--- src/rtl/cdf_pkg.sv ---
// ----------------------------------------------------------------------------
// cdf_pkg
// Shared constants, types and helpers of the checked frame deframer.
// ----------------------------------------------------------------------------
package cdf_pkg;

    // default depth of the payload buffer
    localparam int DEF_MAX_FRAME_BYTES = 64;

    // crc-8 generator, msb first
    localparam logic [7:0] CRC_POLY = 8'hD5;

    // legal range of the length byte
    localparam logic [7:0] LEN_MIN = 8'd2;
    localparam logic [7:0] LEN_MAX = 8'd62;

    // frame start addresses
    localparam logic [7:0] ADDR_BROADCAST = 8'h00;
    localparam logic [7:0] ADDR_FC        = 8'hC8;
    localparam logic [7:0] ADDR_RADIO     = 8'hEA;
    localparam logic [7:0] ADDR_RX        = 8'hEC;
    localparam logic [7:0] ADDR_TX        = 8'hEE;

    // run request from the parser to the emitter
    typedef struct packed {
        logic       start;
        logic [7:0] address;
        logic [5:0] length;
        logic [7:0] ftype;
        logic [5:0] count;
    } t_emit_cmd;

    // payload buffer write port
    typedef struct packed {
        logic       we;
        logic [5:0] addr;
        logic [7:0] data;
    } t_buf_wr;

    function automatic logic known_address(input logic [7:0] b);
        known_address = (b == ADDR_BROADCAST) || (b == ADDR_FC) || (b == ADDR_RADIO) ||
                        (b == ADDR_RX) || (b == ADDR_TX);
    endfunction

endpackage

--- src/rtl/cdf_crc_serial.sv ---
// ----------------------------------------------------------------------------
// cdf_crc_serial
// Bit-serial crc-8 unit: folds in one byte, then one polynomial step a cycle.
// ----------------------------------------------------------------------------
module cdf_crc_serial (
    input  logic       i_clk,
    input  logic       i_rst_n,
    input  logic       i_clear,
    input  logic       i_start,
    input  logic [7:0] i_byte,
    output logic [7:0] o_crc,
    output logic       o_busy
);

    logic [7:0] r_crc, n_crc;
    logic [3:0] r_bits, n_bits;

    // xor in a new byte, then shift out eight bits
    always_comb begin
        n_crc  = r_crc;
        n_bits = r_bits;
        if (i_clear) begin
            n_crc  = 8'h00;
            n_bits = 4'd0;
        end else if (i_start) begin
            n_crc  = r_crc ^ i_byte;
            n_bits = 4'd8;
        end else if (r_bits != 4'd0) begin
            n_crc  = {r_crc[6:0], 1'b0} ^ (r_crc[7] ? cdf_pkg::CRC_POLY : 8'h00);
            n_bits = r_bits - 4'd1;
        end
    end

    always_ff @(posedge i_clk) begin
        if (!i_rst_n) begin
            r_crc  <= 8'h00;
            r_bits <= 4'd0;
        end else begin
            r_crc  <= n_crc;
            r_bits <= n_bits;
        end
    end

    assign o_crc  = r_crc;
    assign o_busy = (r_bits != 4'd0);

endmodule

--- src/rtl/cdf_emitter.sv ---
// ----------------------------------------------------------------------------
// cdf_emitter
// Payload buffer and result sequencer: plays a checked frame out beat by beat.
// ----------------------------------------------------------------------------
module cdf_emitter #(
    parameter int MAX_FRAME_BYTES = cdf_pkg::DEF_MAX_FRAME_BYTES
) (
    input  logic               i_clk,
    input  logic               i_rst_n,
    input  cdf_pkg::t_buf_wr   i_wr,
    input  cdf_pkg::t_emit_cmd i_cmd,
    output logic               o_busy,
    output logic               o_valid,
    input  logic               i_ready,
    output logic [7:0]         o_frame_address,
    output logic [5:0]         o_frame_length,
    output logic [7:0]         o_frame_type,
    output logic [5:0]         o_payload_count,
    output logic [5:0]         o_payload_index,
    output logic [7:0]         o_payload_byte,
    output logic               o_payload_valid,
    output logic               o_last_item
);

    localparam int AW = $clog2(MAX_FRAME_BYTES);

    localparam logic [1:0] PH_IDLE = 2'd0;
    localparam logic [1:0] PH_READ = 2'd1;
    localparam logic [1:0] PH_LOAD = 2'd2;
    localparam logic [1:0] PH_HOLD = 2'd3;

    logic [7:0]  mem [MAX_FRAME_BYTES];
    logic [7:0]  r_rdata;

    logic [1:0]  r_phase, n_phase;
    logic [5:0]  r_idx, n_idx;
    logic        r_valid, n_valid;
    logic        r_last, n_last;

    // header and beat payload registers
    logic [7:0]  r_address;
    logic [5:0]  r_length;
    logic [7:0]  r_type;
    logic [5:0]  r_count;
    logic [7:0]  r_pbyte;
    logic        r_pvalid;

    // payload buffer, registered read
    always_ff @(posedge i_clk) begin
        if (i_wr.we) begin
            mem[AW'(i_wr.addr)] <= i_wr.data;
        end
        r_rdata <= mem[AW'(r_idx)];
    end

    // sequencer: read, load the beat, hold until taken
    always_comb begin
        n_phase = r_phase;
        n_idx   = r_idx;
        n_valid = r_valid;
        n_last  = r_last;
        unique case (r_phase)
            PH_IDLE: begin
                if (i_cmd.start) begin
                    n_phase = PH_READ;
                    n_idx   = 6'd0;
                end
            end
            PH_READ: begin
                n_phase = PH_LOAD;
            end
            PH_LOAD: begin
                n_valid = 1'b1;
                n_last  = (r_count == 6'd0) || (r_idx == r_count - 6'd1);
                n_phase = PH_HOLD;
            end
            PH_HOLD: begin
                if (i_ready) begin
                    n_valid = 1'b0;
                    if (r_last) begin
                        n_phase = PH_IDLE;
                    end else begin
                        n_idx   = r_idx + 6'd1;
                        n_phase = PH_READ;
                    end
                end
            end
            default: n_phase = PH_IDLE;
        endcase
    end

    always_ff @(posedge i_clk) begin
        if (!i_rst_n) begin
            r_phase <= PH_IDLE;
            r_idx   <= 6'd0;
            r_valid <= 1'b0;
            r_last  <= 1'b0;
        end else begin
            r_phase <= n_phase;
            r_idx   <= n_idx;
            r_valid <= n_valid;
            r_last  <= n_last;
        end
    end

    // header capture and beat data
    always_ff @(posedge i_clk) begin
        if (r_phase == PH_IDLE && i_cmd.start) begin
            r_address <= i_cmd.address;
            r_length  <= i_cmd.length;
            r_type    <= i_cmd.ftype;
            r_count   <= i_cmd.count;
        end
        if (r_phase == PH_LOAD) begin
            r_pvalid <= (r_count != 6'd0);
            r_pbyte  <= (r_count != 6'd0) ? r_rdata : 8'h00;
        end
    end

    assign o_busy          = (r_phase != PH_IDLE);
    assign o_valid         = r_valid;
    assign o_frame_address = r_address;
    assign o_frame_length  = r_length;
    assign o_frame_type    = r_type;
    assign o_payload_count = r_count;
    assign o_payload_index = r_idx;
    assign o_payload_byte  = r_pbyte;
    assign o_payload_valid = r_pvalid;
    assign o_last_item     = r_last;

endmodule

--- src/rtl/crc8_checked_frame_deframer_top.sv ---
// ----------------------------------------------------------------------------
// crc8_checked_frame_deframer_top
// Byte stream deframer for address/length/type/payload/crc-8 frames.
// ----------------------------------------------------------------------------
// Input channel (i_valid/o_ready, i_byte_in) takes one received byte a beat.
// A frame starts on a known address byte, then a length byte of 2..62; a
// bad length drops the frame. Type and payload bytes feed a bit-serial
// crc-8 (poly 0xD5) and the payload is kept in an internal buffer.
// Address and length bytes are taken as they arrive; each type or payload
// byte is accepted, then goes through eight serial crc steps in the crc
// shift unit before the next byte is taken.
// The crc byte is compared on arrival; on a match the frame is played out on the
// output channel (o_valid/i_ready), one beat per payload byte, or one beat
// with o_payload_valid low for an empty payload. Each beat passes buffer
// read, load and present, and waits out any stall. No input is taken while a
// run is in progress; a stalled receiver simply holds the run and the
// input side. A crc mismatch drops the frame with no output.
// Reset returns the parser to waiting for an address byte; the payload
// buffer is not cleared and needs no clearing pass.
// ----------------------------------------------------------------------------
module crc8_checked_frame_deframer_top #(
    parameter int MAX_FRAME_BYTES = cdf_pkg::DEF_MAX_FRAME_BYTES
) (
    input  logic       i_clk,
    input  logic       i_rst_n,
    input  logic       i_valid,
    output logic       o_ready,
    input  logic [7:0] i_byte_in,
    output logic       o_valid,
    input  logic       i_ready,
    output logic [7:0] o_frame_address,
    output logic [5:0] o_frame_length,
    output logic [7:0] o_frame_type,
    output logic [5:0] o_payload_count,
    output logic [5:0] o_payload_index,
    output logic [7:0] o_payload_byte,
    output logic       o_payload_valid,
    output logic       o_last_item
);

    localparam logic [2:0] S_ADDR = 3'd0;
    localparam logic [2:0] S_LEN  = 3'd1;
    localparam logic [2:0] S_BODY = 3'd2;
    localparam logic [2:0] S_CRC  = 3'd3;
    localparam logic [2:0] S_EMIT = 3'd4;

    logic [2:0]  r_state, n_state;
    logic [7:0]  r_address, n_address;
    logic [5:0]  r_len, n_len;
    logic [7:0]  r_type, n_type;
    logic [5:0]  r_taken, n_taken;

    logic        accept;
    logic        crc_clear, crc_start, crc_busy;
    logic [7:0]  crc_value;
    logic        emit_busy;

    cdf_pkg::t_buf_wr   buf_wr;
    cdf_pkg::t_emit_cmd emit_cmd;

    assign o_ready = (r_state == S_ADDR) || (r_state == S_LEN) || (r_state == S_BODY);
    assign accept  = i_valid && o_ready;

    // parser state machine
    always_comb begin
        n_state   = r_state;
        n_address = r_address;
        n_len     = r_len;
        n_type    = r_type;
        n_taken   = r_taken;
        crc_clear = 1'b0;
        crc_start = 1'b0;
        buf_wr    = '0;
        emit_cmd  = '0;
        unique case (r_state)
            S_ADDR: begin
                if (accept && cdf_pkg::known_address(i_byte_in)) begin
                    n_address = i_byte_in;
                    n_state   = S_LEN;
                end
            end
            S_LEN: begin
                if (accept) begin
                    if (i_byte_in >= cdf_pkg::LEN_MIN && i_byte_in <= cdf_pkg::LEN_MAX) begin
                        n_len     = i_byte_in[5:0];
                        n_taken   = 6'd0;
                        crc_clear = 1'b1;
                        n_state   = S_BODY;
                    end else begin
                        n_state = S_ADDR;
                    end
                end
            end
            S_BODY: begin
                if (accept) begin
                    if (r_taken == r_len - 6'd1) begin
                        // crc byte
                        if (i_byte_in == crc_value) begin
                            emit_cmd.start   = 1'b1;
                            emit_cmd.address = r_address;
                            emit_cmd.length  = r_len;
                            emit_cmd.ftype   = r_type;
                            emit_cmd.count   = r_len - 6'd2;
                            n_state          = S_EMIT;
                        end else begin
                            n_state = S_ADDR;
                        end
                    end else begin
                        crc_start = 1'b1;
                        if (r_taken == 6'd0) begin
                            n_type = i_byte_in;
                        end else begin
                            buf_wr.we   = 1'b1;
                            buf_wr.addr = r_taken - 6'd1;
                            buf_wr.data = i_byte_in;
                        end
                        n_taken = r_taken + 6'd1;
                        n_state = S_CRC;
                    end
                end
            end
            S_CRC: begin
                if (!crc_busy) begin
                    n_state = S_BODY;
                end
            end
            S_EMIT: begin
                if (!emit_busy) begin
                    n_state = S_ADDR;
                end
            end
            default: n_state = S_ADDR;
        endcase
    end

    always_ff @(posedge i_clk) begin
        if (!i_rst_n) begin
            r_state   <= S_ADDR;
            r_address <= 8'h00;
            r_len     <= 6'd0;
            r_type    <= 8'h00;
            r_taken   <= 6'd0;
        end else begin
            r_state   <= n_state;
            r_address <= n_address;
            r_len     <= n_len;
            r_type    <= n_type;
            r_taken   <= n_taken;
        end
    end

    // serial crc over type and payload bytes
    cdf_crc_serial u_crc (
        .i_clk   (i_clk),
        .i_rst_n (i_rst_n),
        .i_clear (crc_clear),
        .i_start (crc_start),
        .i_byte  (i_byte_in),
        .o_crc   (crc_value),
        .o_busy  (crc_busy)
    );

    // payload buffer and result run
    cdf_emitter #(
        .MAX_FRAME_BYTES (MAX_FRAME_BYTES)
    ) u_emit (
        .i_clk           (i_clk),
        .i_rst_n         (i_rst_n),
        .i_wr            (buf_wr),
        .i_cmd           (emit_cmd),
        .o_busy          (emit_busy),
        .o_valid         (o_valid),
        .i_ready         (i_ready),
        .o_frame_address (o_frame_address),
        .o_frame_length  (o_frame_length),
        .o_frame_type    (o_frame_type),
        .o_payload_count (o_payload_count),
        .o_payload_index (o_payload_index),
        .o_payload_byte  (o_payload_byte),
        .o_payload_valid (o_payload_valid),
        .o_last_item     (o_last_item)
    );

    // no input beat is taken while a result beat is pending
    a_no_input_during_run: assert property (@(posedge i_clk) disable iff (!i_rst_n)
        o_valid |-> !o_ready)
        else $error("input ready while a result beat is pending");

    // payload beats index inside the payload
    a_index_in_range: assert property (@(posedge i_clk) disable iff (!i_rst_n)
        (o_valid && o_payload_valid) |-> (o_payload_index < o_payload_count))
        else $error("payload index beyond payload count");

    // an empty payload gives one final beat
    a_empty_is_last: assert property (@(posedge i_clk) disable iff (!i_rst_n)
        (o_valid && !o_payload_valid) |-> (o_last_item && o_payload_count == 6'd0))
        else $error("empty payload beat is not a single last beat");

    // the crc unit only runs while the parser waits on it
    a_crc_busy_state: assert property (@(posedge i_clk) disable iff (!i_rst_n)
        crc_busy |-> (r_state == S_CRC))
        else $error("crc unit busy outside its wait state");

endmodule

--- config.mk ---
export PLATFORM = sky130hd
export DESIGN_NAME = crc8_checked_frame_deframer_top
export DESIGN_NICKNAME = d
export VERILOG_FILES = /design/src/rtl/cdf_pkg.sv /design/src/rtl/cdf_crc_serial.sv /design/src/rtl/cdf_emitter.sv /design/src/rtl/crc8_checked_frame_deframer_top.sv
export SDC_FILE = /design/constraint.sdc
export NUM_CORES = 1
export LEC_CHECK = 0
export ABC_AREA = 1
export BUFFER_PORTS_ARGS = -buffer_cell sky130_fd_sc_hd__buf_4
export CORE_ASPECT_RATIO = 0.6
export CORE_MARGIN = 5
export CORE_UTILIZATION = 33
export DETAILED_ROUTE_END_ITERATION = 6
export PLACE_DENSITY_LB_ADDON = 0.12
export SLEW_MARGIN = 10
export SYNTH_ARGS = -nofsm -noshare
export SYNTH_HDL_FRONTEND = slang
export SYNTH_SLANG_ARGS = --single-unit
export TNS_END_PERCENT = 50
--- constraint.sdc ---
create_clock -name i_clk -period 5.1 [get_ports i_clk]
set_input_delay 1.02 -clock i_clk [delete_from_list [all_inputs] [get_ports i_clk]]
set_output_delay 1.02 -clock i_clk [all_outputs]
set_load 0.02 [all_outputs]
==> impl_metrics.prom, run 1 <==
# TYPE chip_impl_metric gauge
chip_impl_info{name="run_status",value="finished, final reports clean"} 1
chip_impl_metric{name="max-clock-path-buffers",unit=""} 3
chip_impl_metric{name="measured_slew_at_the_worst_slew_check_pin",unit="ps"} 1050
chip_impl_info{name="hold_path_class",value="reg2reg"} 1
chip_impl_metric{name="finalHoldViolCount",unit=""} 0
chip_impl_info{name="netlist_top_cells_area",value="edfxtp_1, nor2_1, o21ai_0"} 1
chip_impl_info{name="mostFrequentLayoutCell",value="edfxtp_1"} 1
chip_impl_metric{name="pre_cts_slack",unit="ps"} 1310
chip_impl_metric{name="register_bit_count_reported_by_yosys",unit=""} 609
chip_impl_metric{name="areaGrowthSynthToFinish",unit="%"} 13.6
chip_impl_metric{name="critical_path.max_stage_delay",unit="ps"} 880
chip_impl_info{name="rsz0062_at_grt",value="no"} 1
chip_impl_metric{name="gr-total-overflow",unit=""} 0
chip_impl_metric{name="timing.clock.skew",unit="ps"} 17.2
chip_impl_info{name="crit_path_end_kind",value="flop"} 1
chip_impl_metric{name="grt_pass1_wl",unit="microns"} 109000
chip_impl_info{name="crit_chain",value="inv_1, ha_1, nand2_1, nor2_2, nand2_1, nand2_1, nand2_1, nand2_1, nor2_2, nor2_4, nand2_4, nor2_8, nand2_1, nor2_1, nand2_1, nor2_1"} 1
chip_impl_metric{name="hpwl",unit="microns"} 47300
chip_impl_metric{name="ys.warnings.count",unit=""} 0
chip_impl_metric{name="cp.arrival",unit="ps"} 4040
chip_impl_metric{name="track_usage",unit=""} 0.182
chip_impl_metric{name="post_cts_resize_count",unit=""} 0
chip_impl_metric{name="chipWidth",unit="microns"} 363
chip_impl_metric{name="share_comb_of_total_power",unit=""} 0.231
chip_impl_metric{name="netSwitchingPower",unit="uW"} 4240
chip_impl_metric{name="core-area",unit="sq um"} 73900
chip_impl_metric{name="report.final.slew_viol_count",unit=""} 0
chip_impl_info{name="tritoncts",value="yes"} 1
chip_impl_info{name="min-delay-start",value="r_address[4]"} 1
chip_impl_metric{name="powerDensity",unit="nW/um^2"} 453
chip_impl_info{name="crit_path_frequent_cell",value="nand2_1"} 1
chip_impl_metric{name="wl_per_cell",unit="microns"} 23.7
chip_impl_metric{name="drive_gt1_frac",unit=""} 0.0908
chip_impl_metric{name="clock-sinks",unit=""} 609
chip_impl_info{name="rr_startpoint",value="r_len[1]"} 1
chip_impl_metric{name="finalWeightedCongestion",unit=""} 0.880
chip_impl_metric{name="report.power.total",unit="uW"} 12700
chip_impl_metric{name="timing.hold.worst_path_depth",unit=""} 2
chip_impl_info{name="clock_tree.root_cell",value="clkbuf_16"} 1
chip_impl_metric{name="initial_utilization",unit=""} 0.334
chip_impl_metric{name="timing.reg2reg.setup_slack",unit="ps"} 1320
chip_impl_metric{name="clkLatencyLatePin",unit="ps"} 630
chip_impl_info{name="synth_top_cell_by_area",value="edfxtp_1"} 1
chip_impl_metric{name="worst_slew_margin_rel",unit=""} 0.297
chip_impl_metric{name="number_of_enable_flip_flop_cells_after_synthesis",unit=""} 548
chip_impl_metric{name="worstPathBufferInverterCount",unit=""} 1
chip_impl_metric{name="ios",unit=""} 58
chip_impl_metric{name="p_clk_frac",unit=""} 0.330
chip_impl_metric{name="floorplan.die_area",unit="sq um"} 80600
chip_impl_metric{name="quantity_of_i_o_buffers_inserted_on_ports",unit=""} 57
chip_impl_metric{name="postRouteWirelength",unit="microns"} 74400
chip_impl_metric{name="worst_r2r_path_depth",unit=""} 16
chip_impl_metric{name="ctsHtreeMaxLevel",unit=""} 2
chip_impl_metric{name="period_minus_slack",unit="ps"} 3780
chip_impl_info{name="slowest_stage",value="nor2_1"} 1
chip_impl_metric{name="sw_share",unit=""} 0.334
chip_impl_metric{name="timing.final.crit_share",unit=""} 0.742
chip_impl_metric{name="synth_top_area_share",unit=""} 0.666
chip_impl_metric{name="synth_nets",unit=""} 2101
chip_impl_metric{name="nets",unit=""} 2125
chip_impl_info{name="critical_path.reg2reg.endpoint",value="u_emit.mem[58][0]"} 1
chip_impl_metric{name="p_leak",unit="uW"} 0.00826
chip_impl_metric{name="die_h",unit="microns"} 222
chip_impl_metric{name="seq_power_share",unit=""} 0.439
chip_impl_metric{name="postSynth.asyncResetShare",unit=""} 0
chip_impl_metric{name="grt_start_max_net_pins",unit=""} 128
chip_impl_info{name="timing.hold.worst_endpoint",value="r_address[4]"} 1
chip_impl_metric{name="max_cap_viol_count",unit=""} 0
chip_impl_metric{name="drtPass1Iterations",unit=""} 6
chip_impl_metric{name="clk_pin_slew",unit="ps"} 60
chip_impl_metric{name="synth_cells",unit=""} 2076
chip_impl_metric{name="syn-mean-instance-area",unit="sq um"} 11.9
chip_impl_metric{name="buffers_inserted_during_post_cts_setup_optimization",unit=""} 0
chip_impl_info{name="most-common-layout-cells",value="edfxtp_1, nor2_1, o21ai_0"} 1
chip_impl_metric{name="core.rowCount",unit=""} 77
chip_impl_metric{name="synth_seq_area_share",unit=""} 0.716
chip_impl_metric{name="detail_route.vias_per_cell",unit=""} 5.29
chip_impl_metric{name="finalSetupViolations",unit=""} 0
chip_impl_metric{name="drt_drc_violations_left",unit=""} 0
chip_impl_metric{name="setup_ws",unit="ps"} 1320
chip_impl_info{name="criticalPathCategory",value="reg2reg"} 1
chip_impl_info{name="start_kind",value="flop"} 1
chip_impl_metric{name="first_global_vias",unit=""} 15600
chip_impl_metric{name="antenna_violations_before_repair",unit=""} 1
chip_impl_metric{name="hold_buffers",unit=""} 0
chip_impl_metric{name="vias",unit=""} 16600
chip_impl_metric{name="worst-path-max-fanout",unit=""} 16
chip_impl_metric{name="peakVddDrop",unit="V"} 0.000249
chip_impl_metric{name="achievable-frequency",unit="MHz"} 264
chip_impl_info{name="synth-main-ff-cell",value="edfxtp_1"} 1
chip_impl_metric{name="intPower",unit="uW"} 8470
chip_impl_metric{name="cts_inserted_buffers",unit=""} 58
chip_impl_metric{name="tns",unit="ps"} 0
chip_impl_metric{name="synthDistinctLibCells",unit=""} 38
chip_impl_metric{name="antennaDiodeCount",unit=""} 0
chip_impl_metric{name="antenna_violating_nets_post_route",unit=""} 0
chip_impl_info{name="critPathTopFamily",value="simple AND/OR/NAND/NOR gates"} 1
chip_impl_metric{name="cp.required",unit="ps"} 5350
chip_impl_metric{name="mappedNetlistArea",unit="sq um"} 24700
chip_impl_metric{name="drt_first_iter_violations",unit=""} 1677
## power groups by stage
stage | Sequential, uW | Clock (uW) | Combinational, uW
detailed placement | 5690 | 0 | 2860
floorplan | 5600 | 0 | 1780
CTS | 5590 | 4300 | 2870
global route | 5600 | 4530 | 3200
finish | 5580 | 4190 | 2940
global placement | 5690 | 0 | 2860
## metrics by stage
stage               area [sq um]  hold WS, ps  cells  utilization
floorplan                  24700          419   2076            -
global placement           26300          431   3027        0.356
detailed placement         26300          436   3027        0.356
CTS                        28100          446   3134        0.380
global route               28100          465   3134        0.380
finish                     28100          440   3134        0.380
## state kept, by name, summed over array words and instances, names as in the netlist
register / flops
u_crc.r_bits: 4
u_emit.mem: 512
u_emit.o_payload_byte: 8
u_emit.o_valid: 1
u_emit.o_frame_type: 8
u_emit.o_payload_count: 6
r_state: 3
u_emit.o_frame_address: 8
u_emit.o_payload_valid: 1
u_emit.o_frame_length: 5
u_emit.r_rdata: 8
u_crc.o_crc: 8
r_address: 8
r_len: 6
r_type: 8
u_emit.o_payload_index: 6
r_taken: 6
u_emit.o_last_item: 1
u_emit.r_phase: 2
## cell families after synthesis
group,synth area share
AND/OR/NAND/NOR,0.118
buffers and inverters,0.0336
AO/OA/AOI/OAI,0.116
adder cells (fa/ha/maj),0.00659
XOR/XNOR,0.0106
flip-flops,0.716
## metal layers
metal,share of wire,track usage,wire length [microns],vias to the layer above
li1,-,-,-,7571
met1,0.51,0.293,37600,8266
met2,0.37,0.227,27600,635
met3,0.11,0.0674,7860,94
met4,0.017,0.0365,1290,0
met5,0,0,0,-
## cells in the mapped netlist (2+ instances only)
cell,number
ha_1,13
inv_1,82
o21ai_1,3
nor3_1,13
o22ai_1,82
edfxtp_1,548
or2_2,2
nand3_1,61
nand4_1,39
nand2_2,3
xor2_1,19
buf_4,2
clkbuf_1,104
inv_2,7
xnor2_1,11
buf_2,9
a221oi_1,3
dfxtp_1,61
o21ai_0,288
clkinv_1,5
nand2_1,192
nor2_1,387
a21oi_1,53
buf_1,7
nor2_2,2
a31oi_1,4
o221ai_1,47
o211ai_1,18
o31ai_1,2
## worst max path at each step
| stage | start | end | slack (ps) | cells after the start |
|---|---|---|---|---|
| finish | r_len[1] | u_emit.mem[58][0] | 1320 | 16 |
| global placement | r_len[1] | u_emit.mem[1][4] | 1380 | 14 |
| CTS | r_len[1] | u_emit.mem[17][2] | 1260 | 14 |
| floorplan | i_byte_in[1] | u_emit.o_frame_address[0] | 1340 | 8 |
| global route | r_len[1] | u_emit.mem[51][1] | 950 | 16 |
| detailed placement | r_len[1] | u_emit.mem[17][6] | 1310 | 14 |
## layout make-up
cell class | instances | area [sq um]
fill | 7104 | 45800
sequential | 609 | 17700
multi-input combinational | 1251 | 6260
clock buffer | 87 | 1640
tap | 987 | 1230
timing repair buffer | 86 | 733
inverter | 94 | 359
clock inverter | 20 | 144
## worst reg2reg max path, stage by stage (launching register included)
cell     delay, ps
dfxtp_1        310
inv_1          140
ha_1           240
nand2_1        120
nor2_2         130
nand2_1         60
nand2_1         50
nand2_1         50
nand2_1         80
nor2_2          70
nor2_4         120
nand2_4        170
nor2_8         190
nand2_1         90
nor2_1         130
nand2_1        570
nor2_1         890
Power figures use the tool's default switching activity.
==> run 2: changes to the inputs <==
==> constraint.sdc (replaced) <==
create_clock -name i_clk -period 3.05 [get_ports i_clk]
set_input_delay 0.61 -clock i_clk [delete_from_list [all_inputs] [get_ports i_clk]]
set_output_delay 0.61 -clock i_clk [all_outputs]
set_load 0.02 [all_outputs]
==> run 2 against run 1 <==
Largest cell class unchanged. Register-to-register slack worse by 1100 ps. Design area is 4.3% higher. Critical path depth stayed put. Core utilization is 1.6 points higher. Via count is 4.5% higher. Sequential power is 66% higher.
==> impl_metrics.prom, run 2 (synthesized netlist as in run 1, its figures left out) <==
# TYPE chip_impl_metric gauge
chip_impl_metric{name="final_cells",unit=""} 3252
chip_impl_metric{name="period_minus_slack",unit="ps"} 2810
chip_impl_metric{name="report.final.slew_viol_count",unit=""} 0
chip_impl_metric{name="grt_pass1_wl",unit="microns"} 112000
chip_impl_metric{name="buffers_inserted_during_post_cts_setup_optimization",unit=""} 0
chip_impl_metric{name="worst-path-max-fanout",unit=""} 9
chip_impl_metric{name="drive_gt1_frac",unit=""} 0.147
chip_impl_metric{name="largest_register_ff_count",unit=""} 512
chip_impl_metric{name="track_usage",unit=""} 0.187
chip_impl_metric{name="postRouteWirelength",unit="microns"} 77400
chip_impl_info{name="min-delay-start",value="i_ready"} 1
chip_impl_metric{name="worst_slew_margin_rel",unit=""} 0.431
chip_impl_info{name="clock_tree.root_cell",value="clkbuf_16"} 1
chip_impl_metric{name="drt_first_iter_violations",unit=""} 2074
chip_impl_metric{name="ctsHtreeMaxLevel",unit=""} 2
chip_impl_info{name="run_status",value="finished, final reports clean"} 1
chip_impl_info{name="start_kind",value="flop"} 1
chip_impl_metric{name="areaGrowthSynthToFinish",unit="%"} 18.4
chip_impl_metric{name="cp.required",unit="ps"} 3390
chip_impl_info{name="crit_path_end_kind",value="flop"} 1
chip_impl_metric{name="antenna_violating_nets_post_route",unit=""} 0
chip_impl_metric{name="placed_cells",unit=""} 3146
chip_impl_metric{name="peakVddDrop",unit="V"} 0.000396
chip_impl_metric{name="nets",unit=""} 2243
chip_impl_info{name="hold_path_class",value="in2reg"} 1
chip_impl_metric{name="initial_utilization",unit=""} 0.334
chip_impl_metric{name="cp.arrival",unit="ps"} 3150
chip_impl_metric{name="quantity_of_i_o_buffers_inserted_on_ports",unit=""} 57
chip_impl_info{name="mostFrequentLayoutCell",value="edfxtp_1"} 1
chip_impl_info{name="criticalPathCategory",value="reg2reg"} 1
chip_impl_metric{name="achievable-frequency",unit="MHz"} 356
chip_impl_metric{name="core-area",unit="sq um"} 73900
chip_impl_metric{name="finalHoldViolCount",unit=""} 0
chip_impl_info{name="most-common-layout-cells",value="edfxtp_1, nor2_1, o21ai_0"} 1
chip_impl_metric{name="max_cap_viol_count",unit=""} 0
chip_impl_metric{name="clock-sinks",unit=""} 609
chip_impl_metric{name="timing.hold.worst_path_depth",unit=""} 4
chip_impl_metric{name="wl_per_cell",unit="microns"} 23.8
chip_impl_metric{name="grt_start_max_net_pins",unit=""} 103
chip_impl_metric{name="first_global_vias",unit=""} 16200
chip_impl_metric{name="clkLatencyLatePin",unit="ps"} 640
chip_impl_metric{name="cts_inserted_buffers",unit=""} 57
chip_impl_info{name="critical_path.reg2reg.endpoint",value="u_emit.mem[34][6]"} 1
chip_impl_metric{name="max-clock-path-buffers",unit=""} 3
chip_impl_info{name="rr_startpoint",value="r_len[1]"} 1
chip_impl_metric{name="timing.reg2reg.setup_slack",unit="ps"} 240
chip_impl_metric{name="timing.hold.ws",unit="ps"} 331
chip_impl_metric{name="antenna_violations_before_repair",unit=""} 1
chip_impl_metric{name="p_leak",unit="uW"} 0.00893
chip_impl_metric{name="die_h",unit="microns"} 222
chip_impl_metric{name="clk_pin_slew",unit="ps"} 60
chip_impl_metric{name="worst_r2r_path_depth",unit=""} 16
chip_impl_metric{name="finalSetupViolations",unit=""} 0
chip_impl_metric{name="ios",unit=""} 58
chip_impl_metric{name="finalWeightedCongestion",unit=""} 0.897
chip_impl_metric{name="powerDensity",unit="nW/um^2"} 734
chip_impl_metric{name="post_cts_resize_count",unit=""} 0
chip_impl_metric{name="core.rowCount",unit=""} 77
chip_impl_metric{name="gr-total-overflow",unit=""} 0
chip_impl_info{name="timing.hold.worst_endpoint",value="u_emit.o_valid"} 1
chip_impl_metric{name="chipWidth",unit="microns"} 363
chip_impl_info{name="max_flop_register",value="u_emit.mem"} 1
chip_impl_metric{name="detail_route.vias_per_cell",unit=""} 5.33
chip_impl_metric{name="postLayoutCellArea",unit="sq um"} 29300
chip_impl_metric{name="timing.clock.skew",unit="ps"} 20.4
chip_impl_info{name="tritoncts",value="yes"} 1
chip_impl_metric{name="drt_drc_violations_left",unit=""} 0
chip_impl_metric{name="timing.final.crit_share",unit=""} 0.920
chip_impl_info{name="rsz0062_at_grt",value="no"} 1
chip_impl_metric{name="hold_buffers",unit=""} 0
chip_impl_metric{name="antennaDiodeCount",unit=""} 0
chip_impl_metric{name="floorplan.die_area",unit="sq um"} 80600
chip_impl_metric{name="vias",unit=""} 17300
chip_impl_metric{name="drtPass1Iterations",unit=""} 5
chip_impl_metric{name="hpwl",unit="microns"} 50500
chip_impl_metric{name="placement.cell_area",unit="sq um"} 27400
chip_impl_metric{name="measured_slew_at_the_worst_slew_check_pin",unit="ps"} 848
run 2: cell type report:
class,count,area [sq um]
fill,7015,44600
tap,987,1230
timing repair buffer,205,1840
multi-input combinational,1251,6300
clock buffer,67,1460
sequential,609,17700
clock inverter,39,369
inverter,94,359
run 2: worst max path at each step:
stage,startpoint,end,slack (ps),cells past startpoint
2_1_floorplan,r_len[0],u_emit.mem[0][0],-490,12
3_3_place_gp,r_len[1],u_emit.mem[2][0],30,18
3_5_place_dp,r_len[1],u_emit.mem[2][1],50,16
4_1_cts,r_len[1],u_emit.mem[2][5],10,16
5_1_grt,r_len[1],u_emit.mem[55][6],7,17
6_report,r_len[1],u_emit.mem[34][6],240,16
run 2: routing by layer:
metal | track usage | wire length (microns) | part of all wire | vias up
met4 | 0.0317 | 957 | 0.012 | 0
met2 | 0.245 | 29600 | 0.38 | 777
met5 | 0 | 0 | 0 | -
met1 | 0.308 | 39100 | 0.51 | 8651
li1 | - | - | - | 7814
met3 | 0.0490 | 7710 | 0.10 | 75
run 2: critical path: stages (launching register included):
cell     delay (ps)
dfxtp_1         340
inv_2            70
ha_1            280
or2_1           210
nand2_1          60
nor2_1           40
nand3_1         110
nor2_4           70
nor2_4          130
nand2_4          90
nor2_8          170
nand2_2         120
nor2_1          170
nand2_1         100
buf_4           200
nor2_1          150
buf_4           190
run 2: where the power goes:
part	total, uW	internal (uW)	switching [uW]
clock network	7180	3950	3240
logic	5040	1370	3670
registers	9250	9100	149
total	21500	14400	7060
run 2: metrics by stage:
stage	util	setup slack, ps	setup TNS [ps]	power (uW)
floorplan	-	-492	-259840	12300
global placement	0.370	25.7	0	14400
detailed placement	0.370	54.2	0	14400
CTS	0.395	10.8	0	21600
global route	0.396	7.18	0	22400
finish	0.396	244	0	21500
